## src/design/spq_pkg.sv

```systemverilog
// ----------------------------------------------------------------------------
// spq_pkg: shared definitions for the stable priority queue
// Default sizes, operation and status codes, and the per-cell control bundle.
// ----------------------------------------------------------------------------
package spq_pkg;

	localparam int DEFAULT_QUEUE_DEPTH   = 16;
	localparam int DEFAULT_ID_BITS       = 16;
	localparam int DEFAULT_PRIORITY_BITS = 32;

	localparam int MODE_W = 2;
	localparam logic [MODE_W-1:0] MODE_PUSH = 2'd0;
	localparam logic [MODE_W-1:0] MODE_POP  = 2'd1;
	localparam logic [MODE_W-1:0] MODE_FIND = 2'd2;

	localparam int STATUS_W = 2;
	localparam logic [STATUS_W-1:0] STATUS_OK        = 2'd0;
	localparam logic [STATUS_W-1:0] STATUS_POP_EMPTY = 2'd1;
	localparam logic [STATUS_W-1:0] STATUS_PUSH_FULL = 2'd2;
	localparam logic [STATUS_W-1:0] STATUS_DUPLICATE = 2'd3;

	typedef struct packed {
		logic shift;
		logic load;
	} cell_ctrl_t;

endpackage

```

## src/design/spq_cell.sv

```systemverilog
// ----------------------------------------------------------------------------
// spq_cell: one queue slot
// Holds one identifier and its priority; takes its neighbor's entry on a
// shift and the pushed entry on a load.
// ----------------------------------------------------------------------------
module spq_cell #(
	parameter int ID_BITS       = spq_pkg::DEFAULT_ID_BITS,
	parameter int PRIORITY_BITS = spq_pkg::DEFAULT_PRIORITY_BITS
) (
	input  logic                     clk,
	input  spq_pkg::cell_ctrl_t      ctrl,
	input  logic [ID_BITS-1:0]       nbr_id,
	input  logic [PRIORITY_BITS-1:0] nbr_prio,
	input  logic [ID_BITS-1:0]       push_id,
	input  logic [PRIORITY_BITS-1:0] push_prio,
	output logic [ID_BITS-1:0]       id,
	output logic [PRIORITY_BITS-1:0] prio
);

	logic [ID_BITS-1:0]       id_q;
	logic [PRIORITY_BITS-1:0] prio_q;

	always_ff @(posedge clk) begin
		if (ctrl.load) begin
			id_q   <= push_id;
			prio_q <= push_prio;
		end else if (ctrl.shift) begin
			id_q   <= nbr_id;
			prio_q <= nbr_prio;
		end
	end

	assign id   = id_q;
	assign prio = prio_q;

endmodule

```

## src/design/spq_scan.sv

```systemverilog
// ----------------------------------------------------------------------------
// spq_scan: head-of-ring compare unit
// Watches the entry at the ring head while the ring rotates, recording
// whether the key is present and which entry has the smallest priority.
// ----------------------------------------------------------------------------
module spq_scan #(
	parameter int QUEUE_DEPTH   = spq_pkg::DEFAULT_QUEUE_DEPTH,
	parameter int ID_BITS       = spq_pkg::DEFAULT_ID_BITS,
	parameter int PRIORITY_BITS = spq_pkg::DEFAULT_PRIORITY_BITS,
	localparam int IDX_W        = $clog2(QUEUE_DEPTH)
) (
	input  logic                     clk,
	input  logic                     arst_n,
	input  logic                     start,
	input  logic                     step_en,
	input  logic [IDX_W-1:0]         step,
	input  logic [ID_BITS-1:0]       head_id,
	input  logic [PRIORITY_BITS-1:0] head_prio,
	input  logic [ID_BITS-1:0]       key_id,
	output logic                     hit,
	output logic [IDX_W-1:0]         best_idx,
	output logic [ID_BITS-1:0]       best_id
);

	logic                     hit_q;
	logic                     best_ok_q;
	logic [IDX_W-1:0]         best_idx_q;
	logic [ID_BITS-1:0]       best_id_q;
	logic [PRIORITY_BITS-1:0] best_prio_q;
	logic                     take;

	assign take = step_en && (!best_ok_q || (head_prio < best_prio_q));

	always_ff @(posedge clk or negedge arst_n) begin
		if (!arst_n) begin
			hit_q     <= 1'b0;
			best_ok_q <= 1'b0;
		end else if (start) begin
			hit_q     <= 1'b0;
			best_ok_q <= 1'b0;
		end else if (step_en) begin
			if (head_id == key_id) begin
				hit_q <= 1'b1;
			end
			best_ok_q <= 1'b1;
		end
	end

	always_ff @(posedge clk) begin
		if (take) begin
			best_idx_q  <= step;
			best_id_q   <= head_id;
			best_prio_q <= head_prio;
		end
	end

	assign hit      = hit_q;
	assign best_idx = best_idx_q;
	assign best_id  = best_id_q;

endmodule

```

## src/design/stable_priority_queue.sv

```systemverilog
// ----------------------------------------------------------------------------
// stable_priority_queue: bounded min-priority queue of requester identifiers
// Entries sit in a ring of cells in push order. Each operation rotates the
// ring once past a compare unit, then pushes, pops with compaction, or
// reports a find.
// ----------------------------------------------------------------------------
// Channel   Direction  Fields (lowest bit first)
// s_*       in         mode, requester_id, priority_req
// m_*       out        status, popped_id, found, empty_res, occupancy
//
// An operation accepts the beat, rotates the ring by one step for each cell,
// and then updates the cells and loads the result.
// The rotation length is set by the number of cells, not by the occupancy.
// Reset empties the queue; cell contents are left as they are.
// A new beat is taken while a result waits; a stalled result holds only the
// final update step.
// ----------------------------------------------------------------------------
module stable_priority_queue #(
	parameter int QUEUE_DEPTH   = spq_pkg::DEFAULT_QUEUE_DEPTH,
	parameter int ID_BITS       = spq_pkg::DEFAULT_ID_BITS,
	parameter int PRIORITY_BITS = spq_pkg::DEFAULT_PRIORITY_BITS,
	localparam int CNT_W        = $clog2(QUEUE_DEPTH + 1),
	localparam int IN_BITS      = spq_pkg::MODE_W + ID_BITS + PRIORITY_BITS,
	localparam int IN_W         = ((IN_BITS + 7) / 8) * 8,
	localparam int OUT_BITS     = spq_pkg::STATUS_W + ID_BITS + 2 + CNT_W,
	localparam int OUT_W        = ((OUT_BITS + 7) / 8) * 8
) (
	input  logic             clk,
	input  logic             arst_n,
	input  logic             s_tvalid,
	output logic             s_tready,
	// mode, requester_id, priority_req
	input  logic [IN_W-1:0]  s_tdata,
	output logic             m_tvalid,
	input  logic             m_tready,
	// status, popped_id, found, empty_res, occupancy
	output logic [OUT_W-1:0] m_tdata
);

	localparam int IDX_W = $clog2(QUEUE_DEPTH);

	localparam logic [1:0] ST_IDLE  = 2'd0;
	localparam logic [1:0] ST_SCAN  = 2'd1;
	localparam logic [1:0] ST_APPLY = 2'd2;

	logic [1:0]                      state_q;
	logic [IDX_W-1:0]                step_q;
	logic [CNT_W-1:0]                count_q;
	logic [CNT_W-1:0]                count_nxt;
	logic [spq_pkg::MODE_W-1:0]      mode_q;
	logic [ID_BITS-1:0]              key_id_q;
	logic [PRIORITY_BITS-1:0]        key_prio_q;

	logic                            in_fire;
	logic                            apply_go;
	logic                            scanning;
	logic                            step_en;
	logic                            hit;
	logic [IDX_W-1:0]                best_idx;
	logic [ID_BITS-1:0]              best_id;
	logic                            push_ok;
	logic                            pop_ok;

	logic [spq_pkg::STATUS_W-1:0]    status_nxt;
	logic [ID_BITS-1:0]              popped_nxt;
	logic                            found_nxt;

	logic                            m_tvalid_q;
	logic [spq_pkg::STATUS_W-1:0]    status_q;
	logic [ID_BITS-1:0]              popped_q;
	logic                            found_q;
	logic                            empty_q;
	logic [CNT_W-1:0]                occ_q;

	logic [ID_BITS-1:0]              cell_id   [QUEUE_DEPTH];
	logic [PRIORITY_BITS-1:0]        cell_prio [QUEUE_DEPTH];
	spq_pkg::cell_ctrl_t             cell_ctrl [QUEUE_DEPTH];

	assign s_tready = (state_q == ST_IDLE);
	assign in_fire  = s_tvalid && s_tready;
	assign scanning = (state_q == ST_SCAN);
	assign step_en  = scanning && (CNT_W'(step_q) < count_q);
	assign apply_go = (state_q == ST_APPLY) && (!m_tvalid_q || m_tready);

	always_ff @(posedge clk or negedge arst_n) begin
		if (!arst_n) begin
			state_q <= ST_IDLE;
			step_q  <= '0;
			count_q <= '0;
		end else begin
			case (state_q)
				ST_IDLE: begin
					if (in_fire) begin
						step_q  <= '0;
						state_q <= ST_SCAN;
					end
				end
				ST_SCAN: begin
					if (step_q == IDX_W'(QUEUE_DEPTH - 1)) begin
						state_q <= ST_APPLY;
					end else begin
						step_q <= step_q + 1'b1;
					end
				end
				ST_APPLY: begin
					if (apply_go) begin
						count_q <= count_nxt;
						state_q <= ST_IDLE;
					end
				end
				default: begin
					state_q <= ST_IDLE;
				end
			endcase
		end
	end

	always_ff @(posedge clk) begin
		if (in_fire) begin
			mode_q     <= s_tdata[spq_pkg::MODE_W-1:0];
			key_id_q   <= s_tdata[spq_pkg::MODE_W +: ID_BITS];
			key_prio_q <= s_tdata[spq_pkg::MODE_W + ID_BITS +: PRIORITY_BITS];
		end
	end

	spq_scan #(
		.QUEUE_DEPTH  (QUEUE_DEPTH),
		.ID_BITS      (ID_BITS),
		.PRIORITY_BITS(PRIORITY_BITS)
	) u_scan (
		.clk      (clk),
		.arst_n   (arst_n),
		.start    (in_fire),
		.step_en  (step_en),
		.step     (step_q),
		.head_id  (cell_id[0]),
		.head_prio(cell_prio[0]),
		.key_id   (key_id_q),
		.hit      (hit),
		.best_idx (best_idx),
		.best_id  (best_id)
	);

	assign push_ok = (mode_q == spq_pkg::MODE_PUSH) && !hit &&
	                 (count_q != CNT_W'(QUEUE_DEPTH));
	assign pop_ok  = (mode_q == spq_pkg::MODE_POP) && (count_q != '0);

	always_comb begin
		status_nxt = spq_pkg::STATUS_OK;
		popped_nxt = '0;
		found_nxt  = 1'b0;
		count_nxt  = count_q;
		case (mode_q)
			spq_pkg::MODE_PUSH: begin
				if (hit) begin
					status_nxt = spq_pkg::STATUS_DUPLICATE;
				end else if (!push_ok) begin
					status_nxt = spq_pkg::STATUS_PUSH_FULL;
				end else begin
					count_nxt = count_q + 1'b1;
				end
			end
			spq_pkg::MODE_POP: begin
				if (!pop_ok) begin
					status_nxt = spq_pkg::STATUS_POP_EMPTY;
				end else begin
					popped_nxt = best_id;
					count_nxt  = count_q - 1'b1;
				end
			end
			spq_pkg::MODE_FIND: begin
				found_nxt = hit;
			end
			default: begin
				status_nxt = spq_pkg::STATUS_OK;
			end
		endcase
	end

	for (genvar i = 0; i < QUEUE_DEPTH; i++) begin : g_cell
		localparam int NBR = (i + 1) % QUEUE_DEPTH;

		assign cell_ctrl[i] = '{
			shift: scanning || (apply_go && pop_ok && (IDX_W'(i) >= best_idx)),
			load:  apply_go && push_ok && (CNT_W'(i) == count_q)
		};

		spq_cell #(
			.ID_BITS      (ID_BITS),
			.PRIORITY_BITS(PRIORITY_BITS)
		) u_cell (
			.clk      (clk),
			.ctrl     (cell_ctrl[i]),
			.nbr_id   (cell_id[NBR]),
			.nbr_prio (cell_prio[NBR]),
			.push_id  (key_id_q),
			.push_prio(key_prio_q),
			.id       (cell_id[i]),
			.prio     (cell_prio[i])
		);
	end

	always_ff @(posedge clk or negedge arst_n) begin
		if (!arst_n) begin
			m_tvalid_q <= 1'b0;
		end else if (apply_go) begin
			m_tvalid_q <= 1'b1;
		end else if (m_tready) begin
			m_tvalid_q <= 1'b0;
		end
	end

	always_ff @(posedge clk) begin
		if (apply_go) begin
			status_q <= status_nxt;
			popped_q <= popped_nxt;
			found_q  <= found_nxt;
			empty_q  <= (count_nxt == '0);
			occ_q    <= count_nxt;
		end
	end

	assign m_tvalid = m_tvalid_q;
	assign m_tdata  = OUT_W'({occ_q, empty_q, found_q, popped_q, status_q});

endmodule

```

## config.mk

```make
export PLATFORM = sky130hd
export DESIGN_NAME = stable_priority_queue
export DESIGN_NICKNAME = d
export VERILOG_FILES = /design/src/design/spq_pkg.sv /design/src/design/spq_cell.sv /design/src/design/spq_scan.sv /design/src/design/stable_priority_queue.sv
export SDC_FILE = /design/constraint.sdc
export NUM_CORES = 1
export LEC_CHECK = 0
export BUFFER_PORTS_ARGS = -buffer_cell sky130_fd_sc_hd__buf_2
export CORE_MARGIN = 10
export CORE_UTILIZATION = 45
export CTS_CLUSTER_SIZE = 28
export DETAILED_ROUTE_END_ITERATION = 16
export PLACE_DENSITY = 0.67
export SYNTH_ARGS = -nofsm -noshare
export SYNTH_HDL_FRONTEND = slang
export SYNTH_SLANG_ARGS = --single-unit
```

## constraint.sdc

```tcl
create_clock -name clk -period 21.1 [get_ports clk]
set_input_delay 1.055 -clock clk [delete_from_list [all_inputs] [get_ports clk]]
set_output_delay 1.055 -clock clk [all_outputs]
set_load 0.05 [all_outputs]
```

=== Word-level counts from Yosys, hierarchy flattened ===
Index checks and enable logic that the tools add are counted.

* Bits in registers: 909
* Bits of input ports: 60
* Output and inout port bits: 34
* Logic and storage cells: 274

* Add/sub/neg operators: 3
* Order comparisons: 18
* Equal/unequal tests: 26
* Multiplexer cells: 86
* Reductions and logical operators: 92

{| class="wikitable"
|+ Operators by type and width
! operator !! number
|-
| $mux 32 || 32
|-
| $mux 16 || 32
|-
| $logic_and 1x1->1 || 41
|-
| $eq 4x5->1 const A || 8
|-
| $reduce_bool 2->1 || 20
|-
| $ge 4x4->1 const A || 8
|-
| $lt 32x32->1 || 1
|-
| $eq 3x5->1 const A || 4
|-
| $logic_or 1x1->1 || 18
|-
| $eq 16x16->1 || 1
|-
| $ge 3x4->1 const A || 4
|-
| $mux 5 || 3
|-
| $eq 2x5->1 const A || 2
|-
| $logic_not 5->1 || 2
|-
| $mux 2 || 5
|-
| $pmux 5 s2 || 1
|-
| $ge 1x4->1 const A || 2
|-
| $ge 2x4->1 const A || 2
|-
| $mux 1 || 8
|-
| $mux 4 || 2
|-
| $pmux 4 s2 || 1
|-
| $pmux 2 s3 || 1
|-
| $reduce_and 2->1 || 3
|-
| $reduce_and 3->1 || 2
|-
| other kinds (15) || 22
|}

=== Depth between registers and ports, before layout ===
Gate-level depths: netlist of run 1.

* Word-level depth: 8
* Gate-level depth with buffers: 10
* Depth with buffers taken out: 7

=== Hierarchy ===
From an unflattened synthesis of run 1, not the netlist that was laid out.

* Cell total of the unflattened synthesis: 2,085
* Area, all modules: 39,404.0 sq um

{| class="wikitable"
|+ By module, submodules not included
! module !! times used !! cells each !! area an instance (sq um) !! sequential area each (sq um)
|-
| spq_cell || 16 || 102 || 2,067.0 || 1,441.4
|-
| stable_priority_queue || 1 || 265 || 3,747.3 || 2,552.4
|-
| spq_scan || 1 || 188 || 2,585.0 || 1,611.5
|}

=== Worst setup path before layout of run 1 ===
No wires, ideal clock.

* Path type: input-to-reg
* Start point: input port m_tready
* End point: register g_cell[0].u_cell.id_q[0] (enable)
* Setup time: 0.620 ns
* Data arrival time: 8.486 ns
* Required time: 20.480 ns
* Setup slack: 11.994 ns
* Stages: 6
* Buffers on the path: 1
* Path through: nor2b_1 > nor2_1 > clkbuf_1 > nand2_1 > or3_1 > o311ai_0

* Cells in the longest elaborated chain, start to end: 6
* Elaborated cells between the ends (all ways): 8
* Classes of those cells: reduce/logical: 8

{| class="wikitable"
|+ RTL lines
! item !! RTL line !! source
|-
| start, declared || stable_priority_queue.sv:35 || <nowiki>input logic m_tready,</nowiki>
|-
| $logic_or 1x1->1 * || stable_priority_queue.sv:83 || <nowiki>assign apply_go = (state_q == ST_APPLY) && (!m_tvalid_q || m_tready);</nowiki>
|-
| $logic_and 1x1->1 * || stable_priority_queue.sv:83 ||
|-
| net apply_go || stable_priority_queue.sv:55 || <nowiki>logic apply_go;</nowiki>
|-
| $logic_and 1x1->1 (2 in series) || stable_priority_queue.sv:184 || <nowiki>shift: scanning || (apply_go && pop_ok && (IDX_W'(i) >= best_idx)),</nowiki>
|-
| $logic_or 1x1->1 || stable_priority_queue.sv:184 ||
|-
| $reduce_bool 2->1 (no source line) * || - ||
|-
| end signal, assigned || spq_cell.sv:25 || <nowiki>id_q <= push_id;</nowiki>
|-
| end signal, assigned || spq_cell.sv:28 || <nowiki>id_q <= nbr_id;</nowiki>
|-
| end, declared || spq_cell.sv:20 || <nowiki>logic [ID_BITS-1:0] id_q;</nowiki>
|}

The timed path passes the listed nets; every way through them passes the cells marked *.
A chain may end at the register's enable or synchronous reset.

=== Worst setup path in the final report of run 1 ===
* Start point: register mode_q[0] (netlist name)
* End point: register g_cell[13].u_cell.id_q[9] (enable)

* Cells in the longest elaborated chain, start to end: 6
* Elaborated cells between the ends (all ways): 11
* Classes of those cells: eq/ne: 1; reduce/logical: 10

{| class="wikitable"
|+ RTL lines
! item !! RTL line !! source
|-
| start, declared || stable_priority_queue.sv:50 || <nowiki>logic [spq_pkg::MODE_W-1:0] mode_q;</nowiki>
|-
| start signal, assigned || stable_priority_queue.sv:120 || <nowiki>mode_q <= s_tdata[spq_pkg::MODE_W-1:0];</nowiki>
|-
| $eq 2x1->1 / $logic_not 2->1 (equally long branches) || stable_priority_queue.sv:146, stable_priority_queue.sv:144 ||
|-
| $logic_and 1x1->1 (on tied branches) || stable_priority_queue.sv:146, stable_priority_queue.sv:144 ||
|-
| $logic_and 1x1->1 (on tied branches) || stable_priority_queue.sv:184, stable_priority_queue.sv:144 ||
|-
| $logic_and 1x1->1 (on tied branches) || stable_priority_queue.sv:184, stable_priority_queue.sv:185 ||
|-
| $logic_or 1x1->1 / $logic_and 1x1->1 (equally long branches) || stable_priority_queue.sv:184, stable_priority_queue.sv:185 ||
|-
| $reduce_bool 2->1 (no source line) * || - ||
|-
| end signal, assigned || spq_cell.sv:25 ||
|-
| end signal, assigned || spq_cell.sv:28 ||
|-
| end, declared || spq_cell.sv:20 ||
|}

Mark *: on every way between the ends. The rest lies on a longest branch, timed or not.

==> qor.json, run 1 <==
{
  "switchingPower_mw": 1.89,
  "max_slew_margin_pct": 23.0,
  "initial_utilization_pct": 45.2,
  "areaGrowthSynthToFinish_pct": 10.9,
  "worst_max_slew_pin_slew_ps": 1150,
  "grtUsageMet3_pct": 2.89,
  "gr-usage-all-layers_pct": 17.0,
  "synthesized_area_divided_by_synthesized_cell_count_sq_um": 18.1,
  "synth_flop_cell": "edfxtp_1",
  "fin_worst_skew_ps": 24.5,
  "utilization_pct": 50.2,
  "detail_route.vias_per_cell": 5.58,
  "cp_data_required_time_ps": 21370,
  "crit_type": "reg -> reg",
  "global_route.usage.met2_pct": 26.7,
  "class_of_the_most_critical_hold_timing_path": "in -> async",
  "largest_net_degree_at_the_start_of_global_routing": 50,
  "period_minus_slack_ps": 4310,
  "critical_path_data_arrival_time_ps": 4570,
  "via_count_of_the_first_global_routing_pass": 19859,
  "worstSkewPairLatency_ps": 650,
  "floorplan.die.height_um": 315,
  "layout-drive-gt1-share_pct": 44.5,
  "area_share_of_the_largest_cell_type_after_synthesis_pct": 68.6,
  "fin_setup_tns_ps": 0,
  "grt_pass1_wl_mm": 128,
  "final_cell_area_sq_um": 43400,
  "drt_iter0_drc": 1622,
  "drc_errors": 0,
  "crit_share_post_route_pct": 20.4,
  "routability_congestion_estimate": 0.793,
  "most_common_cell_in_the_netlist": "edfxtp_1",
  "achievable-frequency_mhz": 232,
  "fin_hold_ws_ps": 313,
  "start_kind": "flop",
  "sequentialPowerShare_pct": 53.8,
  "power_density_nw_per_um2": 157,
  "timing.critical_path.to_type": "flop",
  "syn_area_sq_um": 39200,
  "critical_path.n_buffers_inverters": 0,
  "setup_violations": 0,
  "setup_repair_after_global_routing_missed_its_margin": "false",
  "cts.root.buffer_cell": "clkbuf_16",
  "finish.cell_count_without_fillers": 3431,
  "outcome": "completed",
  "cts_max_path_buffers": 3,
  "netlist.top_cell.by_area": "edfxtp_1",
  "dieArea_sq_um": 99200,
  "cp_max_fo": 49,
  "num_vias": 19132,
  "synth_edf_count": 895,
  "synthesis_stage_register_bit_count": 909,
  "clkPwrFrac_pct": 23.3,
  "commonest_cells_in_the_netlist": "895 x edfxtp_1, 661 x mux2_2, 76 x clkbuf_1, 64 x mux2_4, 48 x buf_2",
  "place_hpwl_mm": 43.6,
  "postRouteWirelength_mm": 85.1,
  "deepest_level_of_the_cts_h_tree": 3,
  "avgRoutedWirePerCell_um": 24.8,
  "final-hold-violation-count": 0,
  "synth_sequential_area_ratio_pct": 69.5,
  "placed_standard_cell_area_sq_um": 40500,
  "asyncSetResetFlopFracSynth_pct": 1.54,
  "rr_startpoint": "mode_q[0]",
  "timing.critical_path.cells": "or3_1, nor4_4, and2_4, nand3_4, nand2_4",
  "clock_sinks": 909,
  "cell_internal_pwr_mw": 4.92,
  "power.combinational.fraction_pct": 22.9,
  "synth_warnings": 0,
  "number_of_antenna_violations_at_the_first_check_in_global_routing": 5,
  "power.static_leakage_nw": 15.9,
  "overflow": 0,
  "clk_transition_reported_paths_ps": 60,
  "cts_post_setup_buffers_inserted": 0,
  "post-layout-total-power_mw": 6.81,
  "critical-path-slowest-cell": "nand2_4",
  "setup.worst_path.start": "mode_q[0]",
  "die_x_um": 315,
  "number_of_hold_repair_buffers_added_at_the_cts_stage": 0,
  "fp-row-count": 108,
  "placement.setup.worst_slack_ps": 16550,
  "timing_max_transition_violations_final": 0,
  "firstDrtPassIters": 6,
  "synthCells": 2163,
  "p_sw_share_pct": 27.8,
  "cts_repair_resize_count": 0,
  "slowest_delay_ps": 1190,
  "synth.top_cells.by_area": "edfxtp_1 69%, mux2_2 19%, mux2_4 2.5%, ha_1 1.3%, mux2_1 1.3%",
  "path_delay_family": "simple AND/OR/NAND/NOR gates",
  "synth_cell_type_count": 59,
  "nets": 2300,
  "numPlacedInstances": 3261,
  "port_buffers": 80,
  "cts_made_buffers": 91,
  "layout_setup_ws_ps": 16790,
  "core_area_sq_um": 86600,
  "top_usage_layer": "met2",
  "vdd_ir_drop_max_mv": 0.144,
  "antenna_violating_nets_remaining": 0,
  "io_pins": 94,
  "drv_cap": 0,
  "tritoncts": "built",
  "grt_met1_usage_pct": 23.9
}
==> placed cells by master, fill, tap and decap left out, types with 6 or more instances in the layout <==
| master | netlist | final |
|---|---|---|
| buf_4 | 12 | 26 |
| inv_1 | 41 | 40 |
| conb_1 | 1 | 7 |
| clkbuf_16 | 0 | 92 |
| nand3_1 | 17 | 11 |
| o21ai_0 | 17 | 17 |
| a21oi_1 | 18 | 18 |
| clkbuf_1 | 76 | 14 |
| nand2_1 | 34 | 25 |
| mux2_1 | 44 | 44 |
| bufinv_16 | 0 | 6 |
| and2_1 | 20 | 20 |
| nor2_1 | 13 | 12 |
| ha_1 | 41 | 41 |
| buf_2 | 48 | 80 |
| clkinvlp_4 | 0 | 7 |
| mux2_4 | 64 | 64 |
| edfxtp_1 | 895 | 895 |
| nand3_4 | 0 | 8 |
| nand4_1 | 6 | 6 |
| clkinv_2 | 0 | 26 |
| mux2_2 | 661 | 661 |
| clkinv_1 | 0 | 12 |
| o211ai_1 | 8 | 8 |
| nand2_4 | 0 | 17 |
| xnor2_1 | 18 | 18 |
| dfrtp_1 | 14 | 14 |
==> power by group through the flow <==
stage                     Sequential [mW]  Clock, mW  Combinational [mW]
after global placement               3.66          0                1.52
after global routing                 3.76       1.68                1.71
after CTS                            3.67       1.61                1.59
after detailed placement             3.70          0                1.57
final                                3.67       1.58                1.56
after floorplan                      3.57          0                1.12
==> metal layers <==
layer	part of all wire (%)	wire, um	up-vias
li1	-	-	8436
met1	45	38400	9942
met2	46	39500	618
met3	6.3	5340	128
met4	2.2	1880	8
met5	0.068	58	-
==> path summary, 6_finish.rpt <==
path                                                 to  slack (ps)  depth (start not counted)
worst max register to register  g_cell[13].u_cell.id[9]       16790                          5
max in group asynchronous                    count_q[2]       20500                          1
min in group clk                  u_scan.best_prio_q[0]         480                          0
worst min register to register    u_scan.best_prio_q[0]         480                          0
worst max-delay path            g_cell[13].u_cell.id[9]       16790                          5
worst min-delay path                         u_scan.hit         310                          1
==> sequential cells by signal, indices dropped and copies added, names as in the netlist, 2 cells and up <==
name and flops:
u_scan.best_idx 4, count_q 5, u_scan.best_prio_q 32, step_q 4, key_id_q 16, mode_q 2, g_cell.u_cell.id 256, u_scan.best_id 16
key_prio_q 32, status_q 2, popped_q 16, state_q 2, g_cell.u_cell.prio 512, occ_q 5
==> area by class of cell <==
| class | count | area [sq um] |
|---|---|---|
| Antenna cell | 2 | 5.00 |
| Clock buffer | 111 | 2420 |
| Clock inverter | 57 | 472 |
| Fill cell | 6928 | 43200 |
| Inverter | 41 | 155 |
| Multi-Input combinational cell | 1050 | 11100 |
| Sequential cell | 909 | 27200 |
| Tap cell | 1155 | 1450 |
| Timing Repair Buffer | 106 | 596 |
==> worst reg2reg max path, cell delays in order (launching register included) <==
cell      delay [ps]
edfxtp_1         560
or3_1            620
nor4_4           380
and2_4           270
nand3_4          860
nand2_4         1200
==> logic make-up after synthesis <==
kind of cell               Yosys count  synth area share (%)
and+or+nand+nor                    139                  2.03
xor gates and xnor gates            19                 0.425
other                                1               0.00957
DFF                                909                  69.5
buffers and inverters              210                  2.70
adders and majority gates           41                  1.31
AOI/OAI and AO/OA                   73                  1.25
muxes                              771                  22.8
Note: power is estimated with default switching activity, not from simulation.
==> run 2: changes to the inputs <==
--- a/config.mk
+++ b/config.mk
@@ -5,6 +5,7 @@
 export SDC_FILE = /design/constraint.sdc
 export NUM_CORES = 1
 export LEC_CHECK = 0
+export ABC_AREA = 1
 export BUFFER_PORTS_ARGS = -buffer_cell sky130_fd_sc_hd__buf_2
 export CORE_MARGIN = 10
 export CORE_UTILIZATION = 45
==> constraint.sdc (replaced) <==
create_clock -name clk -period 4.2 [get_ports clk]
set_input_delay 0.21 -clock clk [delete_from_list [all_inputs] [get_ports clk]]
set_output_delay 0.21 -clock clk [all_outputs]
set_load 0.05 [all_outputs]
==> run 2 against run 1 <==
  * Worst hold slack worse by 32 ps
  * Register-to-register slack worse by 16000 ps
  * Critical path depth up 4
  * Clock skew about the same
  * Setup slack worse by 16000 ps
  * Die area down 4.6%
  * Sequential power rose to 4.9 times the previous value
  * Sequential share of layout area up 1.9 points
==> qor.json, run 2 <==
{
  "outcome": "completed",
  "num_vias": 23257,
  "overflow": 0,
  "crit_share_post_route_pct": 77.2,
  "most_common_cell_in_the_netlist": "edfxtp_1",
  "synth_warnings": 0,
  "start_kind": "flop",
  "antenna_violating_nets_remaining": 0,
  "place_hpwl_mm": 46.4,
  "final_cell_mix": "895 x edfxtp_1, 839 x nand2_1, 712 x o21ai_0, 132 x inv_1, 94 x clkbuf_16",
  "placement.setup.worst_slack_ps": 957,
  "cp_data_required_time_ps": 4260,
  "class_of_the_most_critical_hold_timing_path": "in -> reg",
  "antenna-diode-count": 0,
  "worstSkewPairLatency_ps": 640,
  "hold-path-endpoint": "key_prio_q[30]",
  "final-hold-violation-count": 0,
  "port_buffers": 80,
  "deepest_level_of_the_cts_h_tree": 3,
  "synth.top_cells.by_area": "edfxtp_1 72%, o21ai_0 9.6%, nand2_1 8.5%, clkbuf_1 1.5%, ha_1 1.4%",
  "dr_wl_met2_mm": 40.1,
  "gr-usage-all-layers_pct": 17.8,
  "netlist.top_cell.by_area": "edfxtp_1",
  "synth_sequential_area_ratio_pct": 73.1,
  "cts.root.buffer_cell": "clkbuf_16",
  "worst_max_slew_pin_slew_ps": 1080,
  "commonest_cells_in_the_netlist": "895 x edfxtp_1, 848 x nand2_1, 712 x o21ai_0, 148 x clkbuf_1, 134 x inv_1",
  "io_pins": 94,
  "power_density_nw_per_um2": 803,
  "core_area_sq_um": 82100,
  "worst-r2r-cell-count": 9,
  "asyncSetResetFlopFracSynth_pct": 1.54,
  "firstDrtPassIters": 5,
  "timing.reg2reg.setup_slack_ps": 960,
  "layout_setup_ws_ps": 956,
  "route.layer.met1.wl_mm": 36.6,
  "synth_edf_count": 895,
  "areaGrowthSynthToFinish_pct": 13.2,
  "initial_utilization_pct": 45.4,
  "worst_hold_path.num_cells": 2,
  "setup_violations": 0,
  "final_cell_area_sq_um": 42200,
  "rr_startpoint": "count_q[0]",
  "synth_flop_cell": "edfxtp_1",
  "vdd_ir_drop_max_mv": 0.531,
  "critical_path_data_arrival_time_ps": 3300,
  "tritoncts": "built",
  "drv_cap": 0,
  "cts_made_buffers": 94,
  "achievable-frequency_mhz": 308,
  "die_x_um": 308,
  "power.static_leakage_nw": 17.2,
  "setup.worst_path.start": "count_q[0]",
  "floorplan.die.height_um": 308,
  "period_minus_slack_ps": 3240,
  "route.top_layer_used": "met4",
  "timing_max_transition_violations_final": 0,
  "cts_max_path_buffers": 3,
  "postRouteWirelength_mm": 84.2,
  "drt_iter0_drc": 2088,
  "clk_transition_reported_paths_ps": 60,
  "multiInputGateArea_sq_um": 8700,
  "grt_pass1_wl_mm": 133,
  "dieArea_sq_um": 94700,
  "crit_type": "reg -> reg",
  "largest_net_degree_at_the_start_of_global_routing": 97,
  "setup_repair_after_global_routing_missed_its_margin": "false",
  "synthCells": 3097,
  "fin_setup_tns_ps": 0,
  "utilization_pct": 51.4,
  "worst_reg2reg_path_endpoint": "g_cell[6].u_cell.prio[6]",
  "routed-wl-met3_mm": 5.96,
  "syn_area_sq_um": 37200,
  "drc_errors": 0,
  "flip_flop_count_of_the_largest_register_after_layout": 512,
  "area_share_of_the_largest_cell_type_after_synthesis_pct": 72.2,
  "cp_max_fo": 48,
  "synthesized_area_divided_by_synthesized_cell_count_sq_um": 12.0,
  "routability_congestion_estimate": 0.798,
  "max_slew_margin_pct": 27.7,
  "timing.critical_path.to_type": "flop",
  "n_fill_cell": 6990,
  "cts_repair_resize_count": 0,
  "fin_worst_skew_ps": 24.6,
  "synth_cell_type_count": 30,
  "final_common_cell": "edfxtp_1",
  "via_count_of_the_first_global_routing_pass": 22942,
  "detail_route.vias_per_cell": 5.41,
  "placed_standard_cell_area_sq_um": 38600,
  "layout-drive-gt1-share_pct": 8.85,
  "avgRoutedWirePerCell_um": 19.6,
  "cts_post_setup_buffers_inserted": 0,
  "synthesis_stage_register_bit_count": 909,
  "worstHoldStart": "s_tdata[48]",
  "fp-row-count": 105,
  "nets": 3258,
  "clock_sinks": 909,
  "number_of_antenna_violations_at_the_first_check_in_global_routing": 0,
  "number_of_hold_repair_buffers_added_at_the_cts_stage": 55,
  "final-seq-area_sq_um": 27200
}
[run 2: cell types whose count changed in the layout (fill, tap and decap cells not counted), moves of 12 or more]
| cell | before | now |
|---|---|---|
| and2_1 | 20 | 0 |
| clkinv_2 | 26 | 14 |
| dlygate4sd3_1 | 0 | 55 |
| inv_1 | 40 | 132 |
| mux2_1 | 44 | 0 |
| mux2_2 | 661 | 0 |
| mux2_4 | 64 | 0 |
| nand2_1 | 25 | 839 |
| nor2_1 | 12 | 47 |
| o21ai_0 | 17 | 712 |
| o21ai_1 | 0 | 79 |
[run 2: where the power goes]
| part | switching [mW] | internal [mW] |
|---|---|---|
| Clock | 3.46 | 4.76 |
| Combinational | 5.16 | 2.35 |
| Sequential | 1.44 | 16.7 |
| Total | 10.1 | 23.8 |
[run 2: how the worst max path moves through the flow]
stage,to,slack (ps),cells after the start
6_report,g_cell[6].u_cell.prio[6],960,9
5_1_grt,g_cell[6].u_cell.prio[7],730,9
4_1_cts,g_cell[6].u_cell.prio[7],920,9
3_5_place_dp,g_cell[6].u_cell.prio[7],960,9
3_3_place_gp,g_cell[6].u_cell.prio[7],1040,9
2_1_floorplan,g_cell[0].u_cell.id[0],-210,10
[run 2: layer usage]
layer / track usage [%] / up-vias
met4: 4.38 / 0
met2: 29.6 / 732
met3: 3.31 / 121
met1: 24.1 / 11389
met5: 0 / -
li1: - / 11015
[run 2: critical path, stage by stage, from the launching register on]
cell     delay [ps]
dfrtp_1         450
inv_1           190
ha_1            230
nand2_1          80
nor2_1          290
nor2_1          180
nand2_4         160
nor2_4           60
o21ai_0         150
nand3_4         830
[run 2: per-stage QoR]
| step | total power [mW] | hold WS (ps) | cells |
|---|---|---|---|
| 3_3_place_gp | 25.5 | 130 | 4076 |
| 5_1_grt | 36.0 | 256 | 4301 |
| 3_5_place_dp | 25.8 | 137 | 4076 |
| 6_report | 33.9 | 280 | 4301 |
| 2_1_floorplan | 22.9 | -85.6 | 3103 |
| 4_1_cts | 34.2 | 244 | 4301 |
[run 2: cell type report]
type	count	share of cell area, %
Clock buffer	119	5.82
Clock inverter	51	1.28
Inverter	137	1.23
Multi-Input combinational cell	1836	20.6
Sequential cell	909	64.6
Tap cell	1070	3.17
Timing Repair Buffer	179	3.31
[run 2: cell families after synthesis]
| logic type | share of synthesized area [%] |
|---|---|
| and+or+nand+nor | 9.91 |
| DFF | 73.1 |
| AOI/OAI and AO/OA | 11.1 |
| buffers and inverters | 4.06 |
| adders and majority gates | 1.38 |
| xor gates and xnor gates | 0.423 |
| other | 0.0101 |
